<file path="config.mk">
export PLATFORM = sky130hd
export DESIGN_NAME = integer_set_table
export DESIGN_NICKNAME = d
export VERILOG_FILES = /design/src/hdl/ist_pkg.sv /design/src/hdl/ist_front.sv /design/src/hdl/ist_queue.sv /design/src/hdl/ist_back.sv /design/src/hdl/integer_set_table.sv
export SDC_FILE = /design/constraint.sdc
export NUM_CORES = 1
export LEC_CHECK = 0
export BUFFER_PORTS_ARGS = -buffer_cell sky130_fd_sc_hd__buf_2
export CAP_MARGIN = 40
export CORE_MARGIN = 5
export CORE_UTILIZATION = 50
export CTS_BUF_LIST = sky130_fd_sc_hd__clkbuf_8
export DETAILED_ROUTE_END_ITERATION = 12
export GPL_ROUTABILITY_DRIVEN = 0
export PLACE_DENSITY = 0.78
export SKIP_CTS_REPAIR_TIMING = 1
export SLEW_MARGIN = 20
export SYNTH_ARGS = -nofsm -noshare
export SYNTH_HDL_FRONTEND = slang
export SYNTH_HIERARCHICAL = 1
export SYNTH_SLANG_ARGS = --single-unit
</file>
<file path="constraint.sdc">
create_clock -name clk -period 4.76 [get_ports clk]
set_clock_uncertainty 0.2 [all_clocks]
set_input_delay 0 -clock clk [delete_from_list [all_inputs] [get_ports clk]]
set_output_delay 0 -clock clk [all_outputs]
set_load 0.02 [all_outputs]
</file>
<file path="src/hdl/ist_pkg.sv">
// ist_pkg: shared types, constants and codes for the integer set table.
// Depends on nothing; every other file refers to it by scoped names.
package ist_pkg;

	localparam int CAPACITY   = 16;
	localparam int DATA_W     = 32;
	localparam int OP_W       = 3;
	localparam int COUNT_W    = 5;
	localparam int CNT_W      = $clog2(CAPACITY + 1);
	localparam int IDX_W      = (CAPACITY > 1) ? $clog2(CAPACITY) : 1;
	localparam int QDEPTH     = 2;
	localparam int QPTR_W     = (QDEPTH > 1) ? $clog2(QDEPTH) : 1;
	localparam int QFILL_W    = $clog2(QDEPTH + 1);

	// Operation codes as they arrive on the op port.
	localparam logic [OP_W-1:0] OP_ADD    = 3'd0;
	localparam logic [OP_W-1:0] OP_REMOVE = 3'd1;
	localparam logic [OP_W-1:0] OP_TEST   = 3'd2;
	localparam logic [OP_W-1:0] OP_LIST   = 3'd3;
	localparam logic [OP_W-1:0] OP_CLEAR  = 3'd4;

	typedef enum logic [2:0] {
		K_ADD,
		K_REMOVE,
		K_TEST,
		K_LIST,
		K_CLEAR,
		K_NOP
	} kind_t;

	typedef struct packed {
		kind_t              kind;
		logic [DATA_W-1:0]  value;
	} cmd_t;

	typedef struct packed {
		logic               found;
		logic               rejected_full;
		logic [DATA_W-1:0]  element;
		logic               element_valid;
		logic [COUNT_W-1:0] count;
		logic               empty_res;
		logic               last;
	} res_t;

	typedef enum logic [1:0] {
		ST_FETCH,
		ST_EXEC,
		ST_LIST
	} state_t;

endpackage

</file>
<file path="src/hdl/ist_front.sv">
// ist_front: input register stage; accepts transfers and classifies the op code.
// Depends on ist_pkg; feeds ist_queue.
module ist_front (
	input  logic                              clk,
	input  logic                              arst_n,
	input  logic                              in_valid,
	output logic                              in_stall,
	input  logic [ist_pkg::OP_W-1:0]          op,
	input  logic signed [ist_pkg::DATA_W-1:0] value,
	input  logic                              q_full,
	output logic                              q_push,
	output ist_pkg::cmd_t                     q_cmd
);

	logic               valid_s1;
	ist_pkg::cmd_t      cmd_s1;
	ist_pkg::kind_t     kind_d;
	logic               accept;

	always_comb begin
		unique case (op)
			ist_pkg::OP_ADD:    kind_d = ist_pkg::K_ADD;
			ist_pkg::OP_REMOVE: kind_d = ist_pkg::K_REMOVE;
			ist_pkg::OP_TEST:   kind_d = ist_pkg::K_TEST;
			ist_pkg::OP_LIST:   kind_d = ist_pkg::K_LIST;
			ist_pkg::OP_CLEAR:  kind_d = ist_pkg::K_CLEAR;
			default:            kind_d = ist_pkg::K_NOP;
		endcase
	end

	// Hold the stage only while it is full and the queue cannot take it.
	assign in_stall = valid_s1 && q_full;
	assign accept   = in_valid && !in_stall;
	assign q_push   = valid_s1 && !q_full;
	assign q_cmd    = cmd_s1;

	always_ff @(posedge clk or negedge arst_n) begin
		if (!arst_n) begin
			valid_s1 <= 1'b0;
		end else if (accept) begin
			valid_s1 <= 1'b1;
		end else if (q_push) begin
			valid_s1 <= 1'b0;
		end
	end

	always_ff @(posedge clk) begin
		if (accept) begin
			cmd_s1.kind  <= kind_d;
			cmd_s1.value <= value;
		end
	end

endmodule

</file>
<file path="src/hdl/ist_queue.sv">
// ist_queue: short command FIFO that decouples the front stage from the execute unit.
// Depends on ist_pkg.
module ist_queue (
	input  logic          clk,
	input  logic          arst_n,
	input  logic          push,
	input  ist_pkg::cmd_t push_cmd,
	output logic          full,
	input  logic          pop,
	output logic          nonempty,
	output ist_pkg::cmd_t head
);

	ist_pkg::cmd_t                  slots_q [ist_pkg::QDEPTH];
	logic [ist_pkg::QPTR_W-1:0]     wr_ptr_q;
	logic [ist_pkg::QPTR_W-1:0]     rd_ptr_q;
	logic [ist_pkg::QFILL_W-1:0]    fill_q;
	logic                           do_push;
	logic                           do_pop;

	assign full     = fill_q == ist_pkg::QFILL_W'(ist_pkg::QDEPTH);
	assign nonempty = fill_q != '0;
	assign head     = slots_q[rd_ptr_q];
	assign do_push  = push && !full;
	assign do_pop   = pop && nonempty;

	function automatic logic [ist_pkg::QPTR_W-1:0] next_ptr(
		input logic [ist_pkg::QPTR_W-1:0] p
	);
		logic [ist_pkg::QPTR_W-1:0] r;
		if (p == ist_pkg::QPTR_W'(ist_pkg::QDEPTH - 1)) begin
			r = '0;
		end else begin
			r = p + ist_pkg::QPTR_W'(1);
		end
		return r;
	endfunction

	always_ff @(posedge clk or negedge arst_n) begin
		if (!arst_n) begin
			wr_ptr_q <= '0;
			rd_ptr_q <= '0;
			fill_q   <= '0;
		end else begin
			if (do_push) begin
				wr_ptr_q <= next_ptr(wr_ptr_q);
			end
			if (do_pop) begin
				rd_ptr_q <= next_ptr(rd_ptr_q);
			end
			if (do_push && !do_pop) begin
				fill_q <= fill_q + ist_pkg::QFILL_W'(1);
			end else if (do_pop && !do_push) begin
				fill_q <= fill_q - ist_pkg::QFILL_W'(1);
			end
		end
	end

	always_ff @(posedge clk) begin
		if (do_push) begin
			slots_q[wr_ptr_q] <= push_cmd;
		end
	end

endmodule

</file>
<file path="src/hdl/ist_back.sv">
// ist_back: execute unit; holds the compacted store, runs each command and
// drives the result register. Depends on ist_pkg; takes commands from ist_queue.
module ist_back (
	input  logic          clk,
	input  logic          arst_n,
	input  ist_pkg::cmd_t q_head,
	input  logic          q_nonempty,
	output logic          q_pop,
	input  logic          out_stall,
	output logic          out_valid,
	output ist_pkg::res_t res
);

	ist_pkg::state_t              state_q, state_d;
	logic [ist_pkg::DATA_W-1:0]   entries_q [ist_pkg::CAPACITY];
	logic [ist_pkg::CNT_W-1:0]    cnt_q;
	logic [ist_pkg::CNT_W-1:0]    cnt_new;
	logic [ist_pkg::IDX_W-1:0]    idx_q;
	ist_pkg::cmd_t                cur_q;
	logic [ist_pkg::CAPACITY-1:0] match_q, match_d, ge;
	logic                         found_w, cnt_full, out_free, list_end;
	logic                         emit, do_add, do_remove, do_clear, list_start, list_step;
	logic                         out_valid_q;
	ist_pkg::res_t                res_q, res_d;

	// Compare the queue head against every live entry; registered on pop.
	always_comb begin
		for (int i = 0; i < ist_pkg::CAPACITY; i++) begin
			match_d[i] = (entries_q[i] == q_head.value) &&
				(ist_pkg::CNT_W'(i) < cnt_q);
		end
	end

	// Entries at and above the match move down one place on remove.
	always_comb begin
		ge[0] = match_q[0];
		for (int i = 1; i < ist_pkg::CAPACITY; i++) begin
			ge[i] = ge[i-1] | match_q[i];
		end
	end

	assign found_w  = |match_q;
	assign cnt_full = cnt_q == ist_pkg::CNT_W'(ist_pkg::CAPACITY);
	assign out_free = !out_valid_q || !out_stall;
	assign list_end = (ist_pkg::CNT_W'(idx_q) + ist_pkg::CNT_W'(1)) == cnt_q;

	always_ff @(posedge clk or negedge arst_n) begin
		if (!arst_n) begin
			state_q <= ist_pkg::ST_FETCH;
		end else begin
			state_q <= state_d;
		end
	end

	always_comb begin
		state_d    = state_q;
		q_pop      = 1'b0;
		emit       = 1'b0;
		do_add     = 1'b0;
		do_remove  = 1'b0;
		do_clear   = 1'b0;
		list_start = 1'b0;
		list_step  = 1'b0;
		res_d      = '0;
		unique case (state_q)
			ist_pkg::ST_FETCH: begin
				if (q_nonempty) begin
					q_pop   = 1'b1;
					state_d = ist_pkg::ST_EXEC;
				end
			end
			ist_pkg::ST_EXEC: begin
				if (cur_q.kind == ist_pkg::K_LIST && cnt_q != '0) begin
					list_start = 1'b1;
					state_d    = ist_pkg::ST_LIST;
				end else if (out_free) begin
					emit       = 1'b1;
					res_d.last = 1'b1;
					state_d    = ist_pkg::ST_FETCH;
					unique case (cur_q.kind)
						ist_pkg::K_ADD: begin
							res_d.found = found_w;
							if (!found_w) begin
								if (cnt_full) begin
									res_d.rejected_full = 1'b1;
								end else begin
									do_add = 1'b1;
								end
							end
						end
						ist_pkg::K_REMOVE: begin
							res_d.found = found_w;
							do_remove   = found_w;
						end
						ist_pkg::K_TEST:  res_d.found = found_w;
						ist_pkg::K_CLEAR: do_clear = 1'b1;
						ist_pkg::K_LIST,
						ist_pkg::K_NOP: begin
						end
						default: begin
						end
					endcase
				end
			end
			ist_pkg::ST_LIST: begin
				if (out_free) begin
					emit                = 1'b1;
					list_step           = 1'b1;
					res_d.element       = entries_q[idx_q];
					res_d.element_valid = 1'b1;
					res_d.last          = list_end;
					if (list_end) begin
						state_d = ist_pkg::ST_FETCH;
					end
				end
			end
			default: state_d = ist_pkg::ST_FETCH;
		endcase

		if (do_add) begin
			cnt_new = cnt_q + ist_pkg::CNT_W'(1);
		end else if (do_remove) begin
			cnt_new = cnt_q - ist_pkg::CNT_W'(1);
		end else if (do_clear) begin
			cnt_new = '0;
		end else begin
			cnt_new = cnt_q;
		end
		res_d.count     = ist_pkg::COUNT_W'(cnt_new);
		res_d.empty_res = cnt_new == '0;
	end

	always_ff @(posedge clk or negedge arst_n) begin
		if (!arst_n) begin
			cnt_q       <= '0;
			out_valid_q <= 1'b0;
		end else begin
			cnt_q <= cnt_new;
			if (emit) begin
				out_valid_q <= 1'b1;
			end else if (!out_stall) begin
				out_valid_q <= 1'b0;
			end
		end
	end

	always_ff @(posedge clk) begin
		if (q_pop) begin
			cur_q   <= q_head;
			match_q <= match_d;
		end
		if (list_start) begin
			idx_q <= '0;
		end else if (list_step) begin
			idx_q <= idx_q + ist_pkg::IDX_W'(1);
		end
		if (emit) begin
			res_q <= res_d;
		end
		for (int i = 0; i < ist_pkg::CAPACITY; i++) begin
			if (do_add && cnt_q == ist_pkg::CNT_W'(i)) begin
				entries_q[i] <= cur_q.value;
			end else if (do_remove && ge[i] && i < ist_pkg::CAPACITY - 1) begin
				entries_q[i] <= entries_q[(i + 1) % ist_pkg::CAPACITY];
			end
		end
	end

	assign out_valid = out_valid_q;
	assign res       = res_q;

endmodule

</file>
<file path="src/hdl/integer_set_table.sv">
// integer_set_table: set of distinct 32-bit integers in a 16-entry compacted store.
// Add, remove, test and clear pass through the front register, the queue, the
// head compare and execute; list emits one result per stored element.
// The fetch/execute loop of the execute unit ends one command before the next;
// a list streams one stored element per unstalled cycle.
// Reset (arst_n low, asynchronous): set empty, queue empty, no result pending.
module integer_set_table (
	input  logic                              clk,
	input  logic                              arst_n,
	// input channel
	input  logic                              in_valid,
	output logic                              in_stall,
	input  logic [ist_pkg::OP_W-1:0]          op,
	input  logic signed [ist_pkg::DATA_W-1:0] value,
	// result channel
	output logic                              out_valid,
	input  logic                              out_stall,
	output logic                              found,
	output logic                              rejected_full,
	output logic signed [ist_pkg::DATA_W-1:0] element,
	output logic                              element_valid,
	output logic [ist_pkg::COUNT_W-1:0]       count,
	output logic                              empty_res,
	output logic                              last
);

	// Front to queue.
	logic          q_full;
	logic          q_push;
	ist_pkg::cmd_t q_cmd;

	// Queue to execute unit.
	logic          q_pop;
	logic          q_nonempty;
	ist_pkg::cmd_t q_head;

	ist_pkg::res_t res;

	// Front: register each input transfer and turn the op code into a command kind.
	ist_front u_front (
		.clk      (clk),
		.arst_n   (arst_n),
		.in_valid (in_valid),
		.in_stall (in_stall),
		.op       (op),
		.value    (value),
		.q_full   (q_full),
		.q_push   (q_push),
		.q_cmd    (q_cmd)
	);

	// Queue: lets the front keep taking transfers while the execute unit
	// waits on a stalled result or walks a list.
	ist_queue u_queue (
		.clk      (clk),
		.arst_n   (arst_n),
		.push     (q_push),
		.push_cmd (q_cmd),
		.full     (q_full),
		.pop      (q_pop),
		.nonempty (q_nonempty),
		.head     (q_head)
	);

	// Execute unit: parallel compare on pop, then add, remove, test or clear
	// in one step; list streams one stored element per unstalled cycle, oldest first.
	ist_back u_back (
		.clk        (clk),
		.arst_n     (arst_n),
		.q_head     (q_head),
		.q_nonempty (q_nonempty),
		.q_pop      (q_pop),
		.out_stall  (out_stall),
		.out_valid  (out_valid),
		.res        (res)
	);

	// Unpack the result register onto the ports.
	assign found         = res.found;
	assign rejected_full = res.rejected_full;
	assign element       = res.element;
	assign element_valid = res.element_valid;
	assign count         = res.count;
	assign empty_res     = res.empty_res;
	assign last          = res.last;

endmodule

</file>
==> results_dict.tcl <==
set metrics [dict create \
    grt_usage_pct 29.4 \
    yosysTopAreaCell "edfxtp_1" \
    final_nets 2728 \
    routed_via_density 6.65 \
    fp-row-count 102 \
    seqPwrFrac_pct 37.7 \
    n_fill_cell 6062 \
    rsz0062_at_grt "false" \
    arrival_ns 4.13 \
    tightest_slew_ns 0.913 \
    muxShareOfSynthArea_pct 24.3 \
    grt_pass1_wl_um 182000 \
    intPower_mw 17.8 \
    synth_ff_type "edfxtp_1" \
    ys_ff_latch 727 \
    grt_start_max_net_pins 39 \
    grt_pass1_vias 24700 \
    fp.dieH_um 290 \
    power_density_nw_per_um2 692 \
    netlist_instances 2527 \
    synth_common_cells "edfxtp_1, mux2_2, xor2_1, xnor2_1, mux4_2" \
    worst_ep_required_time_ns 5.01 \
    cp_cell_sequence "inv_1 > ha_1 > nor3b_1 > buf_4 > nand3_1 > nor2_1 > nand3_1 > o21bai_4 > buf_16" \
    top_layer "met5" \
    start_util_pct 50.5 \
    status "completed" \
    end_kind "flip-flop" \
    clock_sinks 727 \
    p_leak_nw 14.5 \
    relSlewSlack_pct 38.6 \
    drt-pass1-iter-count 8 \
    hold_depth 4 \
    synth_top_family_by_area "multiplexers" \
    cts_buffer_depth 3 \
    synth_fa_ha_area_share_pct 0.320 \
    cts-root-buf "clkbuf_8" \
    syn_area_per_cell_um2 15.5 \
    syn2layout_area_growth_pct 12.7 \
    fmax_ghz 0.257 \
    async_flop_share_pct 1.79 \
    wl_per_cell_um 33.8 \
    register_area_um2 21700 \
    first_iter_violations 4332 \
    synth_area_leaders "edfxtp_1, mux2_2, mux4_2" \
    slew_violations 0 \
    cp_max_fo 18 \
    yosysWarnings 6 \
    synth_top_cell_area_share_pct 54.5 \
    drt-total-wl_um 129000 \
    dieArea_um2 84000 \
    fin_tns_setup_ns 0 \
    drive_gt1_share_pct 34.3 \
    slowest_delay_ns 0.75 \
    core_um2 77600 \
    drc_errors 0 \
    wl_met1_um 45900 \
    crit_path_start_kind "flip-flop" \
    period_share_pct 81.6 \
    clkSlewWorstSetupHoldPaths_ns 0.06 \
    synth.most_common_cell "edfxtp_1" \
    ys_seq_area_share_pct 55.5 \
    io_buffers 82 \
    pin_count 83 \
    wl_met3_um 17900 \
    htreeDepth 3 \
    p_sw_mw 12.7 \
    wl_met2_um 57800 \
    synth_area_um2 39200 \
    syn_nets 2576 \
    multi_input_area_um2 16800 \
    clk_latency_ns 0.77 \
    synth_compound_area_share_pct 1.03 \
    drv_cap 0 \
    synth_xor_area_share_pct 11.7 \
    place_ws_ns 1.07 \
    detail-route-antenna-nets 0 \
    vias 25500 \
    cp_common_cell "nand3_1" \
    power.share.clock_pct 17.1 \
    overflow 0 \
    cts_tree "done" \
    dp_hpwl_um 93200 \
    cts_buffers 120 \
    yosysUniqueCellTypes 64 \
    setup_viol 0 \
    combPwrFrac_pct 45.2 \
    layout_min_cycle_time_ns 3.89 \
    die-width_um 290 \
    critPathSlowestCell "o21bai_4" \
    hold_viol 0 \
    antenna_found_initial 7 \
    reg2reg_depth 9 \
    synthSimpleGateAreaFrac_pct 4.80 \
    min_path_type "in -> reg" \
    fin_ws_ns 0.874 \
    path_class "reg -> reg" \
    switching_share_pct 41.6 \
    vdd_drop_max_v 0.000402 \
    synth_edf_count 710 \
]
-- layer usage --
metal	global-route usage (%)	up-vias
met2	44.8	2146
met3	9.41	412
met1	39.0	12800
met4	12.9	4
met5	0	-
li1	-	10100
-- per-stage QoR --
step | hold WS, ns | power, mW | cell area [µm²] | util (%) | std cells
final | 0.0775 | 30.5 | 44100 | 56.9 | 3826
after CTS | -1.06 | 30.0 | 43300 | 55.7 | 3742
after global placement | -0.287 | 24.3 | 40800 | 52.5 | 3505
after global routing | 0.0298 | 31.3 | 44100 | 56.8 | 3824
after detailed placement | -0.283 | 24.7 | 41000 | 52.9 | 3516
after floorplan | -0.496 | 19.4 | 39200 | - | 2527
-- path summary, 6_finish.rpt --
| kind | slack [ns] | endpoint | from |
|---|---|---|---|
| max in group asynchronous | 3.68 | u_queue/rd_ptr_q | arst_n |
| worst max-delay path | 0.87 | u_back/entries_q[13][28] | u_back/state_q[1] |
| worst max register to register | 0.87 | u_back/entries_q[13][28] | u_back/state_q[1] |
| worst min register to register | 0.24 | u_queue/slots_q[0][12] | u_front/q_cmd[12] |
| min in group asynchronous | 0.21 | u_back/cnt_q[0] | arst_n |
| worst min-delay path | 0.08 | u_back/state_q[1] | out_stall |
-- cells by family after synthesis --
| family | Yosys count |
|---|---|
| adders and majority gates | 10 |
| xor gates and xnor gates | 524 |
| and+or+nand+nor | 319 |
| muxes | 677 |
| DFF | 727 |
| AOI/OAI and AO/OA | 59 |
| buffers and inverters | 211 |
-- cells in the final DEF (no fill, tap or decap), types with 10 or more instances in the layout --
cell	instances
edfxtp_1	710
mux2_2	415
xor2_1	307
xnor2_1	217
mux4_2	160
clkbuf_8	126
nor4_1	91
buf_2	82
dlygate4sd3_1	77
mux2_1	72
nand4_1	67
buf_4	50
inv_1	47
clkinv_1	38
and2_1	34
nand3_1	30
mux2_4	29
nor2_1	19
clkinv_2	15
nand2_1	14
buf_12	14
nor3_1	12
dfrtp_1	12
ha_1	10
-- area by class of cell --
| type | count | area share [%] |
|---|---|---|
| antenna | 3 | 0.0170 |
| sequential | 727 | 49.3 |
| tap | 1040 | 2.95 |
| inverter | 9 | 0.0766 |
| multi-input combinational | 1589 | 38.0 |
| clock buffer | 126 | 3.93 |
| clock inverter | 100 | 1.12 |
| timing repair buffer | 232 | 4.65 |
-- critical path, delay by kind of cell, from the launching register on --
kind | cells | cell delay [ns]
adders and majority gates | 1 | 0.35
buffers and inverters | 3 | 0.57
DFF | 1 | 0.40
and+or+nand+nor | 4 | 1.32
AOI/OAI and AO/OA | 1 | 0.75
-- state kept, by name (all words and copies together), names as in the netlist --
register          count
u_queue/fill_q        2
u_back/state_q        2
u_queue/wr_ptr_q      1
u_back/out_valid      1
u_front/q_cmd        35
u_back/cur_q         35
u_queue/slots_q      70
u_back/cnt_q          5
u_queue/rd_ptr_q      1
u_back/match_q       16
u_back/entries_q    512
u_back/res           42
u_back/idx_q          4
u_front/valid_s1      1
-- power groups by stage --
stage               Clock [mW]  Sequential (mW)  Combinational [mW]
global route              5.61             11.6                14.1
floorplan                    0             10.6                8.76
finish                    5.22             11.5                13.8
global placement             0             11.5                12.8
CTS                       5.29             11.5                13.3
detailed placement           0             11.6                13.2
Note: power is estimated with default switching activity, not from simulation.
